## src/rtl/core/rssi_to_distance_interpolator_top_defines.svh

```systemverilog
// ----------------------------------------------------------------------------
// RSSI to distance interpolator: assertion macros
// Shared concurrent check forms, clocked on clk and disabled in reset.
// ----------------------------------------------------------------------------
`ifndef RSSI_TO_DISTANCE_INTERPOLATOR_TOP_DEFINES_SVH
`define RSSI_TO_DISTANCE_INTERPOLATOR_TOP_DEFINES_SVH

// Check a condition that must hold in the same cycle
`define RTID_ASSERT(lbl, prop, msg) \
  lbl: assert property (@(posedge clk) disable iff (!rst_n) (prop)) else $error(msg);

// Check a condition that must hold in the cycle after a trigger
`define RTID_ASSERT_NEXT(lbl, ante, cons, msg) \
  lbl: assert property (@(posedge clk) disable iff (!rst_n) (ante) |=> (cons)) else $error(msg);

`endif

```

## src/rtl/core/rtid_pkg.sv

```systemverilog
// ----------------------------------------------------------------------------
// rtid_pkg
// Calibration ROM, field widths and pipeline payload types for the
// RSSI to distance interpolator.
// ----------------------------------------------------------------------------
package rtid_pkg;

  // Calibration points and derived index width
  localparam int TABLE_POINTS = 26;
  localparam int SEG_W        = $clog2(TABLE_POINTS - 1);

  // Field widths
  localparam int RSSI_W  = 16;
  localparam int DIST_W  = 16;
  localparam int WHOLE_W = 13;
  localparam int CFG_W   = 13;

  // Segment arithmetic widths, sized for the calibration points below
  // (widest RSSI span 738, largest distance step 100)
  localparam int SPAN_W  = 10;
  localparam int DELTA_W = 7;
  localparam int Q_W     = 7;
  localparam int NUM_W   = SPAN_W + DELTA_W;

  // Far distance scaling
  localparam int FAR_W     = CFG_W + 4;
  localparam int FAR_SCALE = 10;

  // Rounding to whole cm: (d + 5) / 10 by reciprocal multiply
  localparam int RND_W       = DIST_W + 1;
  localparam int ROUND_HALF  = 5;
  localparam int RECIP_W     = 16;
  localparam int RECIP_10    = 52429;
  localparam int RECIP_SHIFT = 19;
  localparam int PROD_W      = RND_W + RECIP_W;

  localparam logic [CFG_W-1:0] FAR_CM_RESET = CFG_W'(200);

  typedef struct packed {
    logic [DIST_W-1:0] dist_x10;
    logic [RSSI_W-1:0] rssi;
  } cal_point_t;

  // Ordered by falling RSSI (twice raw scale) and rising distance (0.1 cm)
  localparam cal_point_t CAL_ROM [TABLE_POINTS] = '{
    '{16'd90,   16'd5762}, '{16'd140,  16'd5024}, '{16'd190,  16'd4498},
    '{16'd240,  16'd4248}, '{16'd290,  16'd4172}, '{16'd340,  16'd3602},
    '{16'd390,  16'd3420}, '{16'd440,  16'd3260}, '{16'd490,  16'd3102},
    '{16'd540,  16'd2966}, '{16'd590,  16'd2854}, '{16'd640,  16'd2280},
    '{16'd690,  16'd2160}, '{16'd740,  16'd2050}, '{16'd790,  16'd1960},
    '{16'd840,  16'd1880}, '{16'd890,  16'd1800}, '{16'd990,  16'd1672},
    '{16'd1090, 16'd1554}, '{16'd1190, 16'd1460}, '{16'd1290, 16'd1388},
    '{16'd1390, 16'd1320}, '{16'd1490, 16'd1260}, '{16'd1590, 16'd1200},
    '{16'd1690, 16'd1160}, '{16'd1790, 16'd1120}
  };

  typedef enum logic [1:0] {
    STATUS_VALID = 2'd0,
    STATUS_NEAR  = 2'd1,
    STATUS_FAR   = 2'd2
  } range_status_t;

  // After classification
  typedef struct packed {
    logic [RSSI_W-1:0] x2;
    range_status_t     status;
    logic [SEG_W-1:0]  seg;
    logic              nohit;
    logic [DIST_W-1:0] far_dist;
  } cls_t;

  // After segment lookup
  typedef struct packed {
    logic [DIST_W-1:0]  base;
    logic [SPAN_W-1:0]  diff;
    logic [DELTA_W-1:0] delta;
    logic [SPAN_W-1:0]  span;
    logic               zero;
    range_status_t      status;
  } seg_t;

  // Divider working set
  typedef struct packed {
    logic [NUM_W-1:0]  rem;
    logic [SPAN_W-1:0] span;
    logic [Q_W-1:0]    q;
    logic [DIST_W-1:0] base;
    range_status_t     status;
  } div_t;

endpackage

```

## src/rtl/core/rtid_classify.sv

```systemverilog
// ----------------------------------------------------------------------------
// rtid_classify
// First stage: doubles the sample, classifies it against the table ends,
// finds the first bracketing segment and scales the far distance.
// ----------------------------------------------------------------------------
module rtid_classify (
  input  logic                           clk,
  input  logic                           rst_n,
  input  logic                           up_valid,
  output logic                           up_stall,
  input  logic [rtid_pkg::RSSI_W-1:0]    rssi_sample,
  input  logic [rtid_pkg::CFG_W-1:0]     far_cm,
  output logic                           dn_valid,
  input  logic                           dn_stall,
  output rtid_pkg::cls_t                 dn_data
);

  logic           v_r;
  rtid_pkg::cls_t d_r;
  rtid_pkg::cls_t d_nxt;
  logic           stall;

  // Classify and search all segments in parallel, first hit wins
  always_comb begin
    logic [rtid_pkg::RSSI_W-1:0] x2;
    logic [rtid_pkg::SEG_W-1:0]  seg;
    logic                        hit;
    logic [rtid_pkg::FAR_W-1:0]  far;
    x2  = {rssi_sample[rtid_pkg::RSSI_W-2:0], 1'b0};
    seg = '0;
    hit = 1'b0;
    for (int i = rtid_pkg::TABLE_POINTS - 2; i >= 0; i--) begin
      if (x2 <= rtid_pkg::CAL_ROM[i].rssi && x2 >= rtid_pkg::CAL_ROM[i+1].rssi) begin
        seg = rtid_pkg::SEG_W'(i);
        hit = 1'b1;
      end
    end
    far = rtid_pkg::FAR_W'(far_cm) * rtid_pkg::FAR_W'(rtid_pkg::FAR_SCALE);

    d_nxt.x2    = x2;
    d_nxt.seg   = seg;
    d_nxt.nohit = !hit;
    if (x2 > rtid_pkg::CAL_ROM[0].rssi) begin
      d_nxt.status = rtid_pkg::STATUS_NEAR;
    end else if (x2 < rtid_pkg::CAL_ROM[rtid_pkg::TABLE_POINTS-1].rssi) begin
      d_nxt.status = rtid_pkg::STATUS_FAR;
    end else begin
      d_nxt.status = rtid_pkg::STATUS_VALID;
    end
    // Saturate the far distance at the output range
    if (far[rtid_pkg::FAR_W-1:rtid_pkg::DIST_W] != '0) begin
      d_nxt.far_dist = '1;
    end else begin
      d_nxt.far_dist = far[rtid_pkg::DIST_W-1:0];
    end
  end

  // Hold while the next stage is stalled and this stage is full
  assign stall    = v_r && dn_stall;
  assign up_stall = stall;

  always_ff @(posedge clk) begin
    if (!rst_n) begin
      v_r <= 1'b0;
    end else if (!stall) begin
      v_r <= up_valid;
    end
  end

  always_ff @(posedge clk) begin
    if (!stall) begin
      d_r <= d_nxt;
    end
  end

  assign dn_valid = v_r;
  assign dn_data  = d_r;

endmodule

```

## src/rtl/core/rtid_segment.sv

```systemverilog
// ----------------------------------------------------------------------------
// rtid_segment
// Two stages: segment end lookup with differences, then the numerator
// product with the rounding half span added.
// ----------------------------------------------------------------------------
module rtid_segment (
  input  logic           clk,
  input  logic           rst_n,
  input  logic           up_valid,
  output logic           up_stall,
  input  rtid_pkg::cls_t up_data,
  output logic           dn_valid,
  input  logic           dn_stall,
  output rtid_pkg::div_t dn_data
);

  logic           lk_v_r;
  rtid_pkg::seg_t lk_r;
  rtid_pkg::seg_t lk_nxt;
  logic           lk_stall;
  logic           mu_v_r;
  rtid_pkg::div_t mu_r;
  rtid_pkg::div_t mu_nxt;
  logic           mu_stall;

  // Look up the segment ends and form the differences
  always_comb begin
    logic [rtid_pkg::SEG_W-1:0]  seg_p1;
    logic [rtid_pkg::RSSI_W-1:0] hi;
    logic [rtid_pkg::RSSI_W-1:0] lo;
    logic [rtid_pkg::DIST_W-1:0] d0;
    logic [rtid_pkg::DIST_W-1:0] d1;
    logic [rtid_pkg::RSSI_W-1:0] span;
    logic [rtid_pkg::RSSI_W-1:0] diff;
    logic [rtid_pkg::DIST_W-1:0] delta;
    seg_p1 = up_data.seg + rtid_pkg::SEG_W'(1);
    hi     = rtid_pkg::CAL_ROM[up_data.seg].rssi;
    lo     = rtid_pkg::CAL_ROM[seg_p1].rssi;
    d0     = rtid_pkg::CAL_ROM[up_data.seg].dist_x10;
    d1     = rtid_pkg::CAL_ROM[seg_p1].dist_x10;
    span   = hi - lo;
    diff   = hi - up_data.x2;
    delta  = d1 - d0;

    lk_nxt.diff   = diff[rtid_pkg::SPAN_W-1:0];
    lk_nxt.span   = span[rtid_pkg::SPAN_W-1:0];
    lk_nxt.delta  = delta[rtid_pkg::DELTA_W-1:0];
    lk_nxt.status = up_data.status;
    // Clamped results and flat segments take the base distance as is
    lk_nxt.zero   = (up_data.status != rtid_pkg::STATUS_VALID) || up_data.nohit ||
                    (span == '0);
    if (up_data.status == rtid_pkg::STATUS_NEAR) begin
      lk_nxt.base = rtid_pkg::CAL_ROM[0].dist_x10;
    end else if (up_data.status == rtid_pkg::STATUS_FAR) begin
      lk_nxt.base = up_data.far_dist;
    end else if (up_data.nohit) begin
      lk_nxt.base = rtid_pkg::CAL_ROM[rtid_pkg::TABLE_POINTS-1].dist_x10;
    end else begin
      lk_nxt.base = d0;
    end
  end

  // Multiply offset by distance step, add half span for rounding
  always_comb begin
    logic [rtid_pkg::NUM_W-1:0] prod;
    prod = rtid_pkg::NUM_W'(lk_r.diff) * rtid_pkg::NUM_W'(lk_r.delta);
    mu_nxt.q      = '0;
    mu_nxt.base   = lk_r.base;
    mu_nxt.status = lk_r.status;
    if (lk_r.zero) begin
      mu_nxt.rem  = '0;
      mu_nxt.span = rtid_pkg::SPAN_W'(1);
    end else begin
      mu_nxt.rem  = prod + rtid_pkg::NUM_W'(lk_r.span >> 1);
      mu_nxt.span = lk_r.span;
    end
  end

  // Stall chain, back to front
  assign mu_stall = mu_v_r && dn_stall;
  assign lk_stall = lk_v_r && mu_stall;
  assign up_stall = lk_stall;

  always_ff @(posedge clk) begin
    if (!rst_n) begin
      lk_v_r <= 1'b0;
      mu_v_r <= 1'b0;
    end else begin
      if (!lk_stall) begin
        lk_v_r <= up_valid;
      end
      if (!mu_stall) begin
        mu_v_r <= lk_v_r;
      end
    end
  end

  always_ff @(posedge clk) begin
    if (!lk_stall) begin
      lk_r <= lk_nxt;
    end
    if (!mu_stall) begin
      mu_r <= mu_nxt;
    end
  end

  assign dn_valid = mu_v_r;
  assign dn_data  = mu_r;

endmodule

```

## src/rtl/core/rtid_divider.sv

```systemverilog
// ----------------------------------------------------------------------------
// rtid_divider
// Pipelined restoring divider: one quotient bit per stage, numerator by
// segment span, most significant bit first.
// ----------------------------------------------------------------------------
module rtid_divider (
  input  logic           clk,
  input  logic           rst_n,
  input  logic           up_valid,
  output logic           up_stall,
  input  rtid_pkg::div_t up_data,
  output logic           dn_valid,
  input  logic           dn_stall,
  output rtid_pkg::div_t dn_data
);

  logic           v_r     [rtid_pkg::Q_W];
  rtid_pkg::div_t d_r     [rtid_pkg::Q_W];
  rtid_pkg::div_t d_nxt   [rtid_pkg::Q_W];
  logic           stg_v   [rtid_pkg::Q_W];
  rtid_pkg::div_t stg_d   [rtid_pkg::Q_W];
  logic           stall   [rtid_pkg::Q_W];

  for (genvar k = 0; k < rtid_pkg::Q_W; k++) begin : g_stage
    localparam int BIT = rtid_pkg::Q_W - 1 - k;

    // Select the stage input and the downstream stall
    if (k == 0) begin : g_first
      assign stg_v[k] = up_valid;
      assign stg_d[k] = up_data;
    end else begin : g_next
      assign stg_v[k] = v_r[k-1];
      assign stg_d[k] = d_r[k-1];
    end

    if (k == rtid_pkg::Q_W - 1) begin : g_last
      assign stall[k] = v_r[k] && dn_stall;
    end else begin : g_mid
      assign stall[k] = v_r[k] && stall[k+1];
    end

    // Trial subtract of the shifted divisor
    always_comb begin
      logic [rtid_pkg::NUM_W-1:0] trial;
      trial    = rtid_pkg::NUM_W'(stg_d[k].span) << BIT;
      d_nxt[k] = stg_d[k];
      if (stg_d[k].rem >= trial) begin
        d_nxt[k].rem    = stg_d[k].rem - trial;
        d_nxt[k].q[BIT] = 1'b1;
      end
    end

    always_ff @(posedge clk) begin
      if (!rst_n) begin
        v_r[k] <= 1'b0;
      end else if (!stall[k]) begin
        v_r[k] <= stg_v[k];
      end
    end

    always_ff @(posedge clk) begin
      if (!stall[k]) begin
        d_r[k] <= d_nxt[k];
      end
    end
  end

  assign up_stall = stall[0];
  assign dn_valid = v_r[rtid_pkg::Q_W-1];
  assign dn_data  = d_r[rtid_pkg::Q_W-1];

endmodule

```

## src/rtl/core/rtid_finish.sv

```systemverilog
// ----------------------------------------------------------------------------
// rtid_finish
// Two stages: add the quotient to the base distance, then round to whole
// centimetres by reciprocal multiply into the output register.
// ----------------------------------------------------------------------------
module rtid_finish (
  input  logic                           clk,
  input  logic                           rst_n,
  input  logic                           up_valid,
  output logic                           up_stall,
  input  rtid_pkg::div_t                 up_data,
  output logic                           out_valid,
  input  logic                           out_stall,
  output logic [rtid_pkg::DIST_W-1:0]    out_distance_tenth_cm,
  output logic [rtid_pkg::WHOLE_W-1:0]   out_distance_whole_cm,
  output logic [1:0]                     out_range_status,
  output logic                           out_in_calibration
);

  logic                          ad_v_r;
  logic [rtid_pkg::DIST_W-1:0]   ad_dist_r;
  logic [rtid_pkg::DIST_W-1:0]   ad_dist_nxt;
  logic [rtid_pkg::RND_W-1:0]    ad_rnd_r;
  logic [rtid_pkg::RND_W-1:0]    ad_rnd_nxt;
  rtid_pkg::range_status_t       ad_status_r;
  logic                          ad_stall;
  logic                          ot_v_r;
  logic [rtid_pkg::DIST_W-1:0]   ot_dist_r;
  logic [rtid_pkg::WHOLE_W-1:0]  ot_whole_r;
  logic [rtid_pkg::WHOLE_W-1:0]  ot_whole_nxt;
  rtid_pkg::range_status_t       ot_status_r;
  logic                          ot_stall;
  logic [rtid_pkg::PROD_W-1:0]   prod;

  // Final distance and the rounding offset
  assign ad_dist_nxt = up_data.base + rtid_pkg::DIST_W'(up_data.q);
  assign ad_rnd_nxt  = rtid_pkg::RND_W'(ad_dist_nxt) + rtid_pkg::RND_W'(rtid_pkg::ROUND_HALF);

  // Divide by ten through the reciprocal
  assign prod         = rtid_pkg::PROD_W'(ad_rnd_r) * rtid_pkg::PROD_W'(rtid_pkg::RECIP_10);
  assign ot_whole_nxt = prod[rtid_pkg::RECIP_SHIFT +: rtid_pkg::WHOLE_W];

  // Stall chain, back to front
  assign ot_stall = ot_v_r && out_stall;
  assign ad_stall = ad_v_r && ot_stall;
  assign up_stall = ad_stall;

  always_ff @(posedge clk) begin
    if (!rst_n) begin
      ad_v_r <= 1'b0;
      ot_v_r <= 1'b0;
    end else begin
      if (!ad_stall) begin
        ad_v_r <= up_valid;
      end
      if (!ot_stall) begin
        ot_v_r <= ad_v_r;
      end
    end
  end

  always_ff @(posedge clk) begin
    if (!ad_stall) begin
      ad_dist_r   <= ad_dist_nxt;
      ad_rnd_r    <= ad_rnd_nxt;
      ad_status_r <= up_data.status;
    end
    if (!ot_stall) begin
      ot_dist_r   <= ad_dist_r;
      ot_whole_r  <= ot_whole_nxt;
      ot_status_r <= ad_status_r;
    end
  end

  assign out_valid             = ot_v_r;
  assign out_distance_tenth_cm = ot_dist_r;
  assign out_distance_whole_cm = ot_whole_r;
  assign out_range_status      = ot_status_r;
  assign out_in_calibration    = (ot_status_r == rtid_pkg::STATUS_VALID);

endmodule

```

## src/rtl/core/rssi_to_distance_interpolator_top.sv

```systemverilog
// ----------------------------------------------------------------------------
// rssi_to_distance_interpolator_top
// RSSI sample to distance by piecewise linear interpolation over a fixed
// calibration ROM, with too-near and too-far clamping.
// ----------------------------------------------------------------------------
//
//   channel  | handshake           | payload
//   ---------+---------------------+--------------------------------------
//   in       | in_valid / in_stall | rssi_sample
//   out      | out_valid/out_stall | distance_tenth_cm, distance_whole_cm,
//            |                     | range_status, in_calibration
//   cfg      | cfg_wr_en           | cfg_wr_data (too_far_distance_cm)
//
// Throughput is one item per cycle while out_stall is low; the stages are classify,
// lookup, multiply, 7 divider stages (one quotient bit each), add, round.
// Reset clears every stage valid bit and loads the far distance with 200 cm.
// A stall freezes only full stages; empty stages keep filling, so
// in_stall rises only when every stage holds an item and out_stall is high.
// ----------------------------------------------------------------------------
`include "rssi_to_distance_interpolator_top_defines.svh"

module rssi_to_distance_interpolator_top (
  input  logic                           clk,
  input  logic                           rst_n,
  input  logic                           in_valid,
  output logic                           in_stall,
  input  logic [rtid_pkg::RSSI_W-1:0]    in_rssi_sample,
  output logic                           out_valid,
  input  logic                           out_stall,
  output logic [rtid_pkg::DIST_W-1:0]    out_distance_tenth_cm,
  output logic [rtid_pkg::WHOLE_W-1:0]   out_distance_whole_cm,
  output logic [1:0]                     out_range_status,
  output logic                           out_in_calibration,
  input  logic                           cfg_wr_en,
  input  logic [rtid_pkg::CFG_W-1:0]     cfg_wr_data
);

  logic [rtid_pkg::CFG_W-1:0] far_cm_r;
  logic                       cls_valid;
  logic                       cls_stall;
  rtid_pkg::cls_t             cls_data;
  logic                       seg_valid;
  logic                       seg_stall;
  rtid_pkg::div_t             seg_data;
  logic                       div_valid;
  logic                       div_stall;
  rtid_pkg::div_t             div_data;

  // Far distance register
  always_ff @(posedge clk) begin
    if (!rst_n) begin
      far_cm_r <= rtid_pkg::FAR_CM_RESET;
    end else if (cfg_wr_en) begin
      far_cm_r <= cfg_wr_data;
    end
  end

  rtid_classify u_classify (
    .clk         (clk),
    .rst_n       (rst_n),
    .up_valid    (in_valid),
    .up_stall    (in_stall),
    .rssi_sample (in_rssi_sample),
    .far_cm      (far_cm_r),
    .dn_valid    (cls_valid),
    .dn_stall    (cls_stall),
    .dn_data     (cls_data)
  );

  rtid_segment u_segment (
    .clk      (clk),
    .rst_n    (rst_n),
    .up_valid (cls_valid),
    .up_stall (cls_stall),
    .up_data  (cls_data),
    .dn_valid (seg_valid),
    .dn_stall (seg_stall),
    .dn_data  (seg_data)
  );

  rtid_divider u_divider (
    .clk      (clk),
    .rst_n    (rst_n),
    .up_valid (seg_valid),
    .up_stall (seg_stall),
    .up_data  (seg_data),
    .dn_valid (div_valid),
    .dn_stall (div_stall),
    .dn_data  (div_data)
  );

  rtid_finish u_finish (
    .clk                   (clk),
    .rst_n                 (rst_n),
    .up_valid              (div_valid),
    .up_stall              (div_stall),
    .up_data               (div_data),
    .out_valid             (out_valid),
    .out_stall             (out_stall),
    .out_distance_tenth_cm (out_distance_tenth_cm),
    .out_distance_whole_cm (out_distance_whole_cm),
    .out_range_status      (out_range_status),
    .out_in_calibration    (out_in_calibration)
  );

  // Input backpressure only comes from a stalled output
  `RTID_ASSERT(a_stall_origin, !in_stall || (out_valid && out_stall), "input stalled without output stall")

  // Valid flag follows the status code
  `RTID_ASSERT(a_calib_flag, !out_valid || (out_in_calibration == (out_range_status == rtid_pkg::STATUS_VALID)), "in_calibration disagrees with range_status")

  // Too-near results carry the first table distance
  `RTID_ASSERT(a_near_dist, !(out_valid && out_range_status == rtid_pkg::STATUS_NEAR) || (out_distance_tenth_cm == rtid_pkg::CAL_ROM[0].dist_x10), "too-near distance wrong")

  // Whole cm is the tenth-cm value rounded half up
  `RTID_ASSERT(a_round, !out_valid || ((32'(out_distance_whole_cm) * 32'd10 <= 32'(out_distance_tenth_cm) + 32'd5) && (32'(out_distance_tenth_cm) + 32'd5 < 32'(out_distance_whole_cm) * 32'd10 + 32'd10)), "whole cm rounding wrong")

  // A stalled result stays in place
  `RTID_ASSERT_NEXT(a_out_hold, out_valid && out_stall, out_valid && $stable(out_distance_tenth_cm), "stalled result lost")

endmodule

```

## config.mk

```make
export PLATFORM = sky130hd
export DESIGN_NAME = rssi_to_distance_interpolator_top
export DESIGN_NICKNAME = d
export VERILOG_FILES = /design/src/rtl/core/rtid_pkg.sv /design/src/rtl/core/rtid_classify.sv /design/src/rtl/core/rtid_segment.sv /design/src/rtl/core/rtid_divider.sv /design/src/rtl/core/rtid_finish.sv /design/src/rtl/core/rssi_to_distance_interpolator_top.sv
export VERILOG_INCLUDE_DIRS = /design/src /design/src/rtl/core
export SDC_FILE = /design/constraint.sdc
export NUM_CORES = 2
export LEC_CHECK = 0
export BUFFER_PORTS_ARGS = -buffer_cell sky130_fd_sc_hd__clkbuf_2
export CAP_MARGIN = 20
export CORE_MARGIN = 1
export CORE_UTILIZATION = 34
export CTS_CLUSTER_DIAMETER = 120
export CTS_CLUSTER_SIZE = 10
export DETAILED_ROUTE_END_ITERATION = 10
export PLACE_DENSITY_LB_ADDON = 0.3
export SYNTH_ARGS = -nofsm -noshare
export SYNTH_HDL_FRONTEND = slang
export SYNTH_SLANG_ARGS = --single-unit
```

## constraint.sdc

```tcl
create_clock -name clk -period 9.3 [get_ports clk]
set_input_delay 0.465 -clock clk [delete_from_list [all_inputs] [get_ports clk]]
set_output_delay 0.465 -clock clk [all_outputs]
set_load 0.02 [all_outputs]
```

==> results by group <==
Run status
  – Status: completed

Min path
  – Hold Path End: far_cm_r[6]
  – Worst hold path type: in -> reg
  – Hold depth: 3
  – HP Start: cfg_wr_data[6]

Global route
  – First-pass GRT wire length: 103000 µm
  – Vias in the first global route: 20200
  – Largest net degree at the start of global routing: 49
  – Grt total ovfl: 0
  – Gr usage total: 13.2%
  – Initial antenna violation count: 0

CTS
  – Clk slew on worst S/H paths: 0.06 ns
  – Clock buffer depth: 3
  – Num CTS Buffers: 57
  – H-Tree Depth: 2
  – Post_cts resized: 0
  – CTS Sinks: 515
  – Post-CTS Hold Fix Bufs: 0
  – Clk root buf: clkbuf_16
  – Setup Fix Bufs, Post-CTS: 0
  – Worst-Skew Late Latency: 0.65 ns
  – TritonCTS clock tree: yes

Detailed routing
  – Met2 WL post-DR: 30100 µm
  – Drt pass-1 iters: 5
  – Metal1 wirelength: 28300 µm
  – Detailed Route WL: 62000 µm
  – Via density: 4.85
  – Wire per inst: 14.9 µm
  – Routed via count: 20200
  – Met3 wire len: 2050 µm
  – Initial DRC Count: 1080
  – Final ANT Viol Nets: 0
  – Highest metal used: met4
  – DRC Markers: 0

Floorplan
  – IO Count: 68
  – Die span in y: 309 µm
  – Cell Rows: 112
  – Die W: 309 µm
  – Die area: 0.0956 mm²
  – Starting density of the core: 34.3%
  – Core box area: 0.0935 mm²

Placement
  – Hpwl dp: 47300 µm
  – PortBufs: 66
  – Routability cong.: 0.894

Critical path
  – Crit path launch type: flop
  – Worst R2R Path Depth: 17
  – CP Capture Type: flop
  – R2R setup slack: 3.16 ns
  – Cells along the critical path: ha_1, inv_1, fa_1, inv_1, fa_1, fa_1, fa_1, fa_1, ha_1, a211oi_1, nor2_1, o31a_1, nor4_1, nor3_1, o31ai_1, nand2_1, o311ai_0
  – Worst-path maximum fanout: 5
  – Crit-path slowest cell: fa_1
  – Largest stage delay, worst path: 0.54 ns
  – FF-to-FF End: u_finish.out_distance_whole_cm[11]
  – Arrival time worst endpoint: 6.58 ns
  – Most used cell along the critical path: fa_1
  – Worst EP required: 9.74 ns
  – Reg-to-Reg Start: u_finish.ad_rnd_r[2]
  – Critical path class: reg -> reg

Timing
  – Final Max Tran Viols: 0
  – Rel. slew slack: 31.8%
  – Hold WS: 0.0729 ns
  – Setup TNS: 0 ns
  – Final setup fails: 0
  – Layout Skew: 0.0665 ns
  – Fmax: 163 MHz
  – Tcrit/Tclk final: 66.1%
  – Slew of the pin with the lowest slew margin: 1.02 ns
  – Min cycle time layout: 6.14 ns
  – RSZ-0062 raised after global routing: false
  – Hold Vio Cnt, Final: 0

Cells and area
  – Final nets: 3350
  – # fillers: 9106
  – Commonest non-fill, non-tap cell in the layout: edfxtp_1
  – Area Growth Syn to Fin: 10.6%
  – ANT cells: 0
  – Layout cell share with drive strength beyond 1: 6.88%
  – Multi-input gate area: 0.0152 mm²
  – Commonest cells after routing, fill and taps aside: 496 x edfxtp_1, 335 x inv_1, 308 x ha_1
  – Storage element area: 0.0153 mm²

Synthesis
  – Ys Warns: 0
  – Sequential area share after synthesis: 47.6%
  – Syn Nets: 3288
  – Cells after synthesis: 2813
  – Post-synth EDFFs: 496
  – Netlist cell types: 88
  – Async S/R FF share, synth: 0%
  – Synth Area per Inst: 11.4 µm²
  – Syn Std Cell Area: 0.0321 mm²
  – Synth Flop Type: edfxtp_1
  – Seq cells post-synth: 515

Flow run
  – Max-Cap Viols: 0
==> synth_stat cells (6+ instances only) <==
cell type,n,area (µm²)
a2111oi_0,10,87.6
a211o_1,7,61.3
a211oi_1,26,195
a21boi_0,11,82.6
a21o_1,35,263
a21oi_1,142,711
a22oi_1,6,45.0
a31oi_1,20,125
and2_1,43,269
and3_1,18,113
and4_1,7,61.3
buf_2,15,75.1
clkbuf_1,63,236
dfxtp_1,19,380
edfxtp_1,496,14900
fa_1,133,2660
ha_1,308,3850
inv_1,339,1270
mux2_2,7,78.8
mux2i_1,22,220
nand2_1,191,717
nand2b_1,37,231
nand3_1,43,215
nand3b_1,8,60.1
nand4_1,23,144
nor2_1,134,503
nor2b_1,61,382
nor3_1,70,350
nor3b_1,6,45.0
nor4_1,21,131
nor4b_1,9,78.8
o211ai_1,20,150
o21a_1,21,158
o21ai_0,144,721
o21bai_1,12,90.1
o22ai_1,9,56.3
o31ai_1,21,158
or2_2,13,81.3
or3_1,14,87.6
xnor2_1,86,753
xor2_1,47,412
==> how the worst max path moves through the flow <==
| stage | slack (ns) | start | cells after the start | to |
|---|---|---|---|---|
| after floorplan | 3.87 | u_finish.ad_rnd_r[3] | 17 | u_finish.out_distance_whole_cm[11] |
| after global placement | 3.18 | u_finish.ad_rnd_r[2] | 17 | u_finish.out_distance_whole_cm[11] |
| after detailed placement | 3.09 | u_finish.ad_rnd_r[2] | 17 | u_finish.out_distance_whole_cm[11] |
| after CTS | 3.06 | u_finish.ad_rnd_r[2] | 17 | u_finish.out_distance_whole_cm[11] |
| after global routing | 2.82 | u_finish.ad_rnd_r[3] | 17 | u_finish.out_distance_whole_cm[11] |
| final | 3.16 | u_finish.ad_rnd_r[2] | 17 | u_finish.out_distance_whole_cm[11] |
==> cell families (layout without fill, tap and decap cells) <==
group | Yosys count | after routing | synth area share [%]
muxes | 29 | 29 | 0.932
adders and majority gates | 441 | 441 | 20.3
buffers and inverters | 425 | 517 | 5.03
AOI/OAI and AO/OA | 542 | 542 | 10.7
DFF | 515 | 515 | 47.6
and+or+nand+nor | 728 | 728 | 11.8
xor gates and xnor gates | 133 | 133 | 3.63
==> flip-flops by register name, indices dropped and copies added (netlist names), 2 cells and up <==
name and cells:
u_finish.ad_status_r 2, u_finish.out_distance_whole_cm 13, u_segment.lk_r 43, u_finish.out_distance_tenth_cm 16, u_segment.dn_data 43, u_finish.ad_dist_r 16
u_finish.out_range_status 2, u_divider.v_r 7, far_cm_r 13, u_divider.d_r 305, u_finish.ad_rnd_r 17, u_classify.dn_data 33
==> layout make-up <==
| cell class | instances | area share [%] |
|---|---|---|
| Timing Repair Buffer | 86 | 1.41 |
| Clock inverter | 4 | 0.275 |
| Sequential cell | 515 | 43.0 |
| Clock buffer | 85 | 4.31 |
| Inverter | 342 | 3.62 |
| Tap cell | 1254 | 4.42 |
| Multi-Input combinational cell | 1873 | 42.9 |
==> stage by stage <==
| step | area [µm²] | setup WS (ns) | utilization [%] | cells |
|---|---|---|---|---|
| 2_1_floorplan | 32100 | 3.87 | - | 2813 |
| 3_3_place_gp | 33800 | 3.18 | 36.2 | 4068 |
| 3_5_place_dp | 33900 | 3.09 | 36.2 | 4069 |
| 4_1_cts | 35500 | 3.06 | 38.0 | 4158 |
| 5_1_grt | 35500 | 2.82 | 38.0 | 4159 |
| 6_report | 35500 | 3.16 | 38.0 | 4159 |
==> layer usage <==
| metal | track usage, % | vias up |
|---|---|---|
| li1 | - | 10200 |
| met1 | 17.1 | 9528 |
| met2 | 22.9 | 359 |
| met3 | 1.80 | 107 |
| met4 | 3.76 | 0 |
| met5 | 0 | - |
==> worst max-delay path, delay by kind of cell, from the launching register on <==
| family | cells | cell delay, ns |
|---|---|---|
| flip-flops | 1 | 0.50 |
| buffers and inverters | 2 | 0.15 |
| adder cells (fa/ha/maj) | 7 | 3.35 |
| AND/OR/NAND/NOR | 4 | 0.70 |
| AO/OA/AOI/OAI | 4 | 1.24 |
Power is left out: the tool's default activity adds up to more than one toggle a clock period on the data nets, which glitch-free logic cannot reach.
